`src/rtl/csv_record_tokenizer_defines.svh`:
```
// ----------------------------------------------------------------------------
// csv_record_tokenizer_defines.svh
// Assertion macros used by the CSV tokenizer top module.
// ----------------------------------------------------------------------------
`ifndef CSV_RECORD_TOKENIZER_DEFINES_SVH
`define CSV_RECORD_TOKENIZER_DEFINES_SVH

// Same-cycle implication, checked out of reset.
`define CSVTOK_ASSERT_NOW(lbl, ante, cons) \
  lbl: assert property (@(posedge clk_i) disable iff (!rst_ni) (ante) |-> (cons)) \
    else $error("csvtok: same-cycle check failed");

// Next-cycle implication, checked out of reset.
`define CSVTOK_ASSERT_NEXT(lbl, ante, cons) \
  lbl: assert property (@(posedge clk_i) disable iff (!rst_ni) (ante) |=> (cons)) \
    else $error("csvtok: next-cycle check failed");

`endif

```
`src/rtl/csvtok_pkg.sv`:
```
// ----------------------------------------------------------------------------
// csvtok_pkg
// Types and character constants for the CSV record tokenizer.
// ----------------------------------------------------------------------------
`default_nettype none

package csvtok_pkg;

  localparam logic [7:0] ChComma = 8'h2C;
  localparam logic [7:0] ChLf    = 8'h0A;
  localparam logic [7:0] ChCr    = 8'h0D;
  localparam logic [7:0] ChQuote = 8'h22;

  typedef enum logic [1:0] {
    KIND_DATA   = 2'd0,
    KIND_FIELD  = 2'd1,
    KIND_RECORD = 2'd2,
    KIND_ERROR  = 2'd3
  } kind_e;

  typedef enum logic [0:0] {
    ERR_MISPLACED_QUOTE = 1'b0,
    ERR_UNCLOSED_QUOTE  = 1'b1
  } err_e;

  typedef struct packed {
    logic [7:0] in_byte;
    logic       end_of_stream;
  } in_word_t;

  typedef struct packed {
    logic [7:0] out_byte;
    kind_e      kind;
    err_e       error_code;
  } out_word_t;

  typedef struct packed {
    logic inside_quotes;
    logic quote_pending;
    logic after_closing_quote;
    logic field_has_content;
    logic record_has_data;
    logic after_carriage_return;
    logic failed;
  } tok_state_t;

endpackage

`default_nettype wire

```
`src/rtl/csv_record_tokenizer.sv`:
```
// ----------------------------------------------------------------------------
// csv_record_tokenizer
// Streaming CSV tokenizer: bytes in, data bytes and field/record marks out.
// ----------------------------------------------------------------------------
// The tokenizer takes one word per cycle unless stalled, either a text byte
// or an end-of-stream mark, and returns at most one word per input: a
// content byte, a field end, a field-and-record end, or an error. Quoted
// fields, doubled quotes, CR, LF and CRLF line ends are handled. Throughput
// is one input word per clock while the result register can take results,
// set by the combinational state update in the step logic between the input
// register and the result register. After an error all bytes are dropped
// until end of stream, which returns the block to its reset state.
`default_nettype none
`include "csv_record_tokenizer_defines.svh"

module csv_record_tokenizer (
  input  logic                  clk_i,
  input  logic                  rst_ni,
  input  logic                  in_valid_i,
  output logic                  in_stall_o,
  input  csvtok_pkg::in_word_t  in_data_i,
  output logic                  out_valid_o,
  input  logic                  out_stall_i,
  output csvtok_pkg::out_word_t out_data_o
);

  // input register
  logic                   in_valid_q;
  logic                   in_valid_d;
  csvtok_pkg::in_word_t   in_q;

  // tokenizer state
  csvtok_pkg::tok_state_t st_q;
  csvtok_pkg::tok_state_t st_d;

  logic                   res_valid;
  csvtok_pkg::out_word_t  res;
  logic                   out_ready;
  logic                   advance;
  logic                   in_accept;

  csvtok_step u_step (
    .st_i        (st_q),
    .word_i      (in_q),
    .st_o        (st_d),
    .res_valid_o (res_valid),
    .res_o       (res)
  );

  // held word moves on if it has no result or the result register is free
  assign advance    = in_valid_q && (!res_valid || out_ready);
  assign in_stall_o = in_valid_q && !advance;
  assign in_accept  = in_valid_i && !in_stall_o;
  assign in_valid_d = in_accept ? 1'b1 : (in_valid_q && !advance);

  always_ff @(posedge clk_i or negedge rst_ni) begin
    if (!rst_ni) begin
      in_valid_q <= 1'b0;
      st_q       <= '0;
    end else begin
      in_valid_q <= in_valid_d;
      if (advance) begin
        st_q <= st_d;
      end
    end
  end

  always_ff @(posedge clk_i) begin
    if (in_accept) begin
      in_q <= in_data_i;
    end
  end

  csvtok_out_stage u_out (
    .clk_i       (clk_i),
    .rst_ni      (rst_ni),
    .load_i      (advance && res_valid),
    .load_data_i (res),
    .ready_o     (out_ready),
    .out_valid_o (out_valid_o),
    .out_stall_i (out_stall_i),
    .out_data_o  (out_data_o)
  );

  // a pending quote only exists inside a quoted field
  `CSVTOK_ASSERT_NOW(a_pend_in_quotes, st_q.quote_pending, st_q.inside_quotes)
  // errors are raised outside quotes only
  `CSVTOK_ASSERT_NOW(a_failed_unquoted, st_q.failed, !st_q.inside_quotes && !st_q.quote_pending)
  // only data words carry a byte
  `CSVTOK_ASSERT_NOW(a_byte_only_data, out_valid_o && (out_data_o.kind != csvtok_pkg::KIND_DATA),
                     out_data_o.out_byte == 8'h00)
  // only error words carry a nonzero code
  `CSVTOK_ASSERT_NOW(a_code_only_error, out_valid_o && (out_data_o.kind != csvtok_pkg::KIND_ERROR),
                     out_data_o.error_code == csvtok_pkg::ERR_MISPLACED_QUOTE)
  // end of stream leaves the reset state
  `CSVTOK_ASSERT_NEXT(a_eos_clears, advance && in_q.end_of_stream, st_q == '0)

endmodule

`default_nettype wire

```
`src/rtl/csvtok_step.sv`:
```
// ----------------------------------------------------------------------------
// csvtok_step
// Combinational tokenizer step: state and one input word in, next state and
// at most one result word out.
// ----------------------------------------------------------------------------
`default_nettype none

module csvtok_step (
  input  csvtok_pkg::tok_state_t st_i,
  input  csvtok_pkg::in_word_t   word_i,
  output csvtok_pkg::tok_state_t st_o,
  output logic                   res_valid_o,
  output csvtok_pkg::out_word_t  res_o
);

  logic       iq;
  logic       acq;
  logic       is_quote;
  logic       is_delim;
  logic [7:0] c;

  assign c        = word_i.in_byte;
  assign is_quote = (c == csvtok_pkg::ChQuote);
  assign is_delim = (c == csvtok_pkg::ChComma) || (c == csvtok_pkg::ChLf) ||
                    (c == csvtok_pkg::ChCr);

  always_comb begin
    st_o             = st_i;
    res_valid_o      = 1'b0;
    res_o.out_byte   = 8'h00;
    res_o.kind       = csvtok_pkg::KIND_DATA;
    res_o.error_code = csvtok_pkg::ERR_MISPLACED_QUOTE;
    iq               = st_i.inside_quotes;
    acq              = st_i.after_closing_quote;

    if (word_i.end_of_stream) begin
      st_o = '0;
      if (!st_i.failed) begin
        // a pending quote closes the field
        if (st_i.inside_quotes && !st_i.quote_pending) begin
          res_valid_o      = 1'b1;
          res_o.kind       = csvtok_pkg::KIND_ERROR;
          res_o.error_code = csvtok_pkg::ERR_UNCLOSED_QUOTE;
        end else if (st_i.record_has_data) begin
          res_valid_o = 1'b1;
          res_o.kind  = csvtok_pkg::KIND_RECORD;
        end
      end
    end else if (!st_i.failed) begin
      st_o.after_carriage_return = 1'b0;
      if (st_i.after_carriage_return && (c == csvtok_pkg::ChLf)) begin
        // LF of a CRLF pair: swallowed
      end else if (st_i.quote_pending && is_quote) begin
        // doubled quote: literal quote
        st_o.quote_pending     = 1'b0;
        st_o.field_has_content = 1'b1;
        res_valid_o            = 1'b1;
        res_o.out_byte         = csvtok_pkg::ChQuote;
      end else begin
        if (st_i.quote_pending) begin
          iq  = 1'b0;
          acq = 1'b1;
        end
        st_o.quote_pending       = 1'b0;
        st_o.record_has_data     = 1'b1;
        st_o.inside_quotes       = iq;
        st_o.after_closing_quote = acq;
        if (iq) begin
          if (is_quote) begin
            st_o.quote_pending = 1'b1;
          end else begin
            st_o.field_has_content = 1'b1;
            res_valid_o            = 1'b1;
            res_o.out_byte         = c;
          end
        end else if (is_delim) begin
          st_o.field_has_content   = 1'b0;
          st_o.after_closing_quote = 1'b0;
          res_valid_o              = 1'b1;
          if (c == csvtok_pkg::ChComma) begin
            res_o.kind = csvtok_pkg::KIND_FIELD;
          end else begin
            res_o.kind                 = csvtok_pkg::KIND_RECORD;
            st_o.record_has_data       = 1'b0;
            st_o.after_carriage_return = (c == csvtok_pkg::ChCr);
          end
        end else if (is_quote && !st_i.field_has_content && !acq) begin
          st_o.inside_quotes = 1'b1;
        end else if (acq || is_quote) begin
          st_o.failed = 1'b1;
          res_valid_o = 1'b1;
          res_o.kind  = csvtok_pkg::KIND_ERROR;
        end else begin
          st_o.field_has_content = 1'b1;
          res_valid_o            = 1'b1;
          res_o.out_byte         = c;
        end
      end
    end
  end

endmodule

`default_nettype wire

```
`src/rtl/csvtok_out_stage.sv`:
```
// ----------------------------------------------------------------------------
// csvtok_out_stage
// Result register with valid/stall handshake toward the consumer.
// ----------------------------------------------------------------------------
`default_nettype none

module csvtok_out_stage (
  input  logic                  clk_i,
  input  logic                  rst_ni,
  input  logic                  load_i,
  input  csvtok_pkg::out_word_t load_data_i,
  output logic                  ready_o,
  output logic                  out_valid_o,
  input  logic                  out_stall_i,
  output csvtok_pkg::out_word_t out_data_o
);

  logic                  valid_q;
  logic                  valid_d;
  csvtok_pkg::out_word_t data_q;

  // free when empty or the held word leaves this cycle
  assign ready_o = !valid_q || !out_stall_i;
  assign valid_d = load_i ? 1'b1 : (valid_q && out_stall_i);

  always_ff @(posedge clk_i or negedge rst_ni) begin
    if (!rst_ni) begin
      valid_q <= 1'b0;
    end else begin
      valid_q <= valid_d;
    end
  end

  always_ff @(posedge clk_i) begin
    if (load_i) begin
      data_q <= load_data_i;
    end
  end

  assign out_valid_o = valid_q;
  assign out_data_o  = data_q;

endmodule

`default_nettype wire

```
`config.mk`:
```
export PLATFORM = sky130hd
export DESIGN_NAME = csv_record_tokenizer
export DESIGN_NICKNAME = d
export VERILOG_FILES = /design/src/rtl/csvtok_pkg.sv /design/src/rtl/csv_record_tokenizer.sv /design/src/rtl/csvtok_step.sv /design/src/rtl/csvtok_out_stage.sv
export VERILOG_INCLUDE_DIRS = /design/src /design/src/rtl
export SDC_FILE = /design/constraint.sdc
export NUM_CORES = 1
export LEC_CHECK = 0
export ABC_AREA = 1
export BUFFER_PORTS_ARGS = -buffer_cell sky130_fd_sc_hd__clkbuf_2
export CORE_ASPECT_RATIO = 1.1
export CORE_MARGIN = 3
export CORE_UTILIZATION = 35
export CTS_BUF_LIST = sky130_fd_sc_hd__clkbuf_8 sky130_fd_sc_hd__clkbuf_16
export CTS_CLUSTER_DIAMETER = 50
export DETAILED_ROUTE_END_ITERATION = 6
export PLACE_DENSITY = 0.56
export SYNTH_ARGS = -nofsm -noshare
export SYNTH_HDL_FRONTEND = slang
export SYNTH_SLANG_ARGS = --single-unit
```
`constraint.sdc`:
```
create_clock -name clk_i -period 2.8 [get_ports clk_i]
set_input_delay 0.28 -clock clk_i [delete_from_list [all_inputs] [get_ports clk_i]]
set_output_delay 0.28 -clock clk_i [all_outputs]
set_load 0.05 [all_outputs]
```
---- Word-level counts from Yosys, hierarchy flattened ----
Cells that the tools add are included.
operators by class
  shift operators ......................... 0
  add/subtract/negate cells ............... 0
  $lt $le $gt $ge ......................... 0
  div/mod/pow operators ................... 0
  multiply operators ...................... 0
  bitwise logic cells ..................... 1
  reductions and logical operators ........ 30
  equality and inequality tests ........... 10
  muxes and demuxes ....................... 67
operator list
  kind                                                                      count
  1-bit two-way mux                                                         43
  8-bit two-way mux                                                         4
  2-bit two-way mux                                                         12
  7-bit two-way mux                                                         3
  8-bit by 4-bit == test with 1-bit output (second input constant)          2
  8-bit by 6-bit == test with 1-bit output (second input constant)          2
  1-bit logical AND                                                         10
  10-bit two-way mux                                                        1
  5-bit by 2-bit inequality test with 1-bit output (second input constant)  2
  3-bit two-way mux                                                         3
  1-bit zero test                                                           8
  6-bit two-way mux                                                         1
  2-bit inequality test (second input constant)                             3
  6-bit AND reduction                                                       1
  1-bit logical OR                                                          5
  4-bit inequality test (second input constant)                             1
  4-bit AND reduction                                                       1
  4-bit OR reduction                                                        1
  3-bit AND reduction                                                       1
  3-bit OR reduction                                                        1
  2-bit AND reduction                                                       1
  2-bit OR reduction                                                        1
  1-bit inverter                                                            1
word-level totals
  bits in writable memories ............... 0
  bits in read-only memories .............. 0
  memories kept ........................... 0
  register bits after elaboration ......... 29
  latch bits .............................. 0

---- Logic depth before layout (Yosys ltp) ----
  word-level depth ........................ 23
  gate-level depth with buffers ........... 13
  mapped depth without buffers ............ 12

---- Modules after synthesis ----
A second synthesis with hierarchy kept.
unflattened totals
  cells, all modules ...................... 179
  area, all modules ....................... 1549.0 µm²
by module, submodules not included
  module                cells an instance  area each (µm²)  times used
  csv_record_tokenizer  51                 640.6            1
  csvtok_step           113                536.8            1
  csvtok_out_stage      15                 371.6            1

---- Least setup slack after synthesis ----
No wires, ideal clock.
  path kind ............................... reg-to-reg
  from .................................... register in_q[1] in the netlist's numbering
  to ...................................... register u_out.data_q (netlist bit u_out.out_data_o[0]) (enable)
  setup time .............................. 339 ps
  cell stages (with the launch flop) ...... 13
  data arrival time ....................... 1600 ps
  path slack .............................. 861 ps
  path buffers ............................ 1
  period minus slack after synthesis ...... 1939 ps
  data required time ...................... 2461 ps
  cell sequence ........................... edfxtp_1 -> inv_1 -> nand2_1 -> nor2_2 -> nand3_2 -> nand2_4 -> inv_2 -> nand2_2 -> nand2_4 -> a21oi_4 -> buf_6 -> nand2_1 -> inv_1
on the way
  longest elaborated chain between the ends .. 14
  elaborated cells on any way between the ends .. 22
ends and longest elaborated chain
  element                                   RTL line                    RTL
  start: declaration                        csv_record_tokenizer.sv:30  csvtok_pkg::in_word_t in_q;
  start signal: assignment                  csv_record_tokenizer.sv:70  in_q <= in_data_i;
  8-bit by 6-bit == test with 1-bit output  csvtok_step.sv:23           assign is_quote = (c == csvtok_pkg::ChQuote);
  1-bit logical AND (2 in series)           csvtok_step.sv:87           end else if (is_quote && !st_i.field_has_content && !acq) begin
  1-bit two-way mux                         csvtok_step.sv:87
  1-bit two-way mux                         csvtok_step.sv:76           end else if (is_delim) begin
  1-bit two-way mux                         csvtok_step.sv:68           if (iq) begin
  1-bit two-way mux                         csvtok_step.sv:53           end else if (st_i.quote_pending && is_quote) begin
  1-bit two-way mux *                       csvtok_step.sv:51           if (st_i.after_carriage_return && (c == csvtok_pkg::ChLf)) begin
  1-bit two-way mux *                       csvtok_step.sv:49           end else if (!st_i.failed) begin
  1-bit two-way mux *                       csvtok_step.sv:36           if (word_i.end_of_stream) begin
  1-bit zero test                           csv_record_tokenizer.sv:51  assign advance = in_valid_q && (!res_valid || out_ready);
  1-bit logical OR                          csv_record_tokenizer.sv:51
  1-bit logical AND                         csv_record_tokenizer.sv:51
  1-bit logical AND *                       csv_record_tokenizer.sv:77  .load_i (advance && res_valid),
  via u_out.load_i                          csvtok_out_stage.sv:10      input logic load_i,
  end signal: assignment                    csvtok_out_stage.sv:36      data_q <= load_data_i;
  end: declaration                          csvtok_out_stage.sv:20      csvtok_pkg::out_word_t data_q;
Mark *: on every way through the listed nets, which the timed path passes. The rest lies on a longest branch.
A chain may end at the register's enable or synchronous reset.

---- Worst setup path in the final report ----
  from .................................... register in_q[1] in the netlist's numbering
  to ...................................... register u_out.data_q (netlist bit u_out.out_data_o[1]) (enable)
Same word-level chain as after synthesis.

==> metrics.yaml <==
status: "completed"
diodes: 0
slew_violations: 0
fillCellCount: 385
ios: 26
synth_nets: 169
post_drt_via_cell_ratio: 4.81
dr.pass1.iters: 4
path_clk_slew_ns: 0.05
hold_start: "in_data_i[2]"
synth_area_leaders: "edfxtp_1 42%, dfrtp_1 16%, nand2_1 11%"
synth-main-ff-cell: "edfxtp_1"
final.setup.tns_ns: 0
synth.most_common_cell: "nand2_1"
async_flop_share_pct: 31.0
synth_area_leader_cell: "edfxtp_1"
h-tree-depth: 2
gp_congestion: 0.881
avgSynthCellArea_um2: 9.21
cts_resized: 0
grt_overflow_total: 0
synth.distinct_cells: 23
syn_area_mm2: 0.00144
reg2regPathDepth: 11
vdd_ir_drop_max_uv: 329
crit_path_end_kind: "register"
fin_crit_ns: 2.20
r2r-end: "u_out.out_data_o[1]"
critPathKind: "reg -> reg"
via_count: 1144
yosysWarnings: 0
cts_tree: "yes"
avgRoutedWirePerCell_um: 11.8
min_path_type: "in -> reg"
drive_gt1_share_pct: 21.8
maxCapViolations: 0
yosysSeqAreaShare_pct: 57.5
synthCells: 156
ys_top_cells_by_count: "41 x nand2_1, 22 x inv_1, 20 x edfxtp_1, 10 x nand3_1, 10 x nor2_1"
die_h_um: 73.2
worstPathRequired_ns: 2.73
power_w: 0.000973
relSlewSlack_pct: 71.8
synth_top_area_share_pct: 41.8
r2r_start: "in_q[1]"
worstSetupStartpointType: "register"
grt_max_degree: 12
portBuffers: 25
period_share_pct: 78.7
dieArea_mm2: 0.00491
route.detailed.drc: 0
grt_pass1_vias: 1119
timing_hold_violations_final: 0
nets: 201
seqCellArea_um2: 826
clock_sinks: 29
path_max_fanout: 11
grt_first_pass_wirelength_um: 4880
synth_edf_count: 20
insertion_delay_ns: 0.28
multi_input_area_um2: 513
antenna_found_initial: 0
p_leak_nw: 0.827
skew_ns: 0.00314
rows: 23
cts_inserted_buffers: 5
min_path_cells: 1
power_density_mw_per_mm2: 573
initial_core_util_pct: 37.8
clock.fmax_mhz: 454
syn_to_final_growth_pct: 18.3
rsz0062_at_grt: "false"
core_area_mm2: 0.00380
worstMarginPinSlew_ns: 0.423
min_to: "in_q[2]"
grt_use_total_pct: 13.5
drtIter0Drc: 42
wl_um: 2800
ys_ff_latch: 29
setup_violations: 0
cp.arrival_ns: 2.14
dp_hpwl_um: 2230
clock_path_buffers: 2
cts-root-buf: "clkbuf_8"
r2r_slack_ns: 0.60
ant_nets: 0
die_w_um: 67.1
==> worst max-delay path: stages, from the launching register on <==
cell and delay, ns:
edfxtp_1 0.41, inv_1 0.11, nand2_1 0.07, nor2_2 0.14
nand3_2 0.11, nand2_4 0.11, inv_2 0.05, nand2_2 0.08
nand2_4 0.07, a21oi_4 0.27, nand2_1 0.11, inv_1 0.34
==> metrics by stage <==
| step | cell area, um2 | util, % | hold WS (ns) | cells | setup slack [ns] |
|---|---|---|---|---|---|
| finish | 1700 | 44.7 | 0.173 | 238 | 0.596 |
| detailed placement | 1610 | 42.5 | 0.145 | 230 | 0.589 |
| floorplan | 1440 | - | -0.0156 | 156 | 0.861 |
| global route | 1700 | 44.7 | 0.162 | 238 | 0.350 |
| CTS | 1700 | 44.7 | 0.169 | 238 | 0.579 |
| global placement | 1610 | 42.5 | 0.144 | 230 | 0.680 |
==> area by class of cell <==
class / instances / area share, %
Clock inverter: 2 / 0.442
Timing Repair Buffer: 26 / 7.95
Tap cell: 50 / 3.68
Inverter: 23 / 5.08
Sequential cell: 29 / 48.6
Clock buffer: 5 / 4.05
Multi-Input combinational cell: 103 / 30.2
==> registers in the layout, indices dropped and copies added (netlist names) <==
| signal | flops |
|---|---|
| u_out.out_data_o | 11 |
| in_valid_q | 1 |
| st_q | 7 |
| in_q | 9 |
| u_out.out_valid_o | 1 |
==> how the worst max path moves through the flow <==
stage          startpoint             endpoint
2_1_floorplan     in_q[1]  u_out.out_data_o[0]
3_3_place_gp      st_q[5]  u_out.out_data_o[9]
3_5_place_dp      in_q[1]  u_out.out_data_o[6]
4_1_cts           in_q[1]  u_out.out_data_o[1]
5_1_grt           in_q[1]  u_out.out_data_o[1]
6_report          in_q[1]  u_out.out_data_o[1]
==> report_power, final <==
part | total, W | switching (W) | internal (W)
logic | 0.000159 | 0.000120 | 0.0000384
clock network | 0.000301 | 0.000138 | 0.000163
registers | 0.000513 | 0.0000161 | 0.000497
==> placed cells by master, fill, tap and decap left out <==
cell type / netlist / routed
nand3_1: 10 / 10
a21oi_1: 6 / 6
nand2_1: 41 / 41
nand4_1: 8 / 8
o21ai_1: 2 / 2
edfxtp_1: 20 / 20
nand3_2: 1 / 1
or2_1: 1 / 1
nor3_1: 8 / 8
a21oi_4: 1 / 1
nand2_2: 2 / 2
nor2_4: 1 / 1
inv_1: 22 / 23
dlygate4sd3_1: 0 / 1
dfrtp_1: 9 / 9
inv_2: 1 / 1
nor2_2: 2 / 2
clkinv_1: 0 / 1
o21ai_0: 5 / 5
clkbuf_8: 0 / 5
nand2_4: 2 / 2
nor2_1: 10 / 10
a31oi_1: 1 / 1
clkbuf_2: 0 / 25
o211ai_2: 1 / 1
and2_1: 1 / 1
==> timing repair <==
action / in CTS / in global routing
endpoints found under the hold margin: 9 / 0
hold buffers: 1 / 0
buffers inserted: 0 / 0
==> cells by family after synthesis <==
kind of cell / count (synthesis) / share of synthesized area (%)
buf+inv: 24 / 6.79
simple gates: 87 / 28.7
flops: 29 / 57.5
compound gates: 16 / 6.97
==> metal layers <==
metal / GRT usage (%) / routed length, um
met5: 0 / 0
met4: 6.98 / 70
met3: 5.08 / 193
met2: 22.1 / 1400
met1: 15.3 / 1140
(Power assumes the default switching activity.)
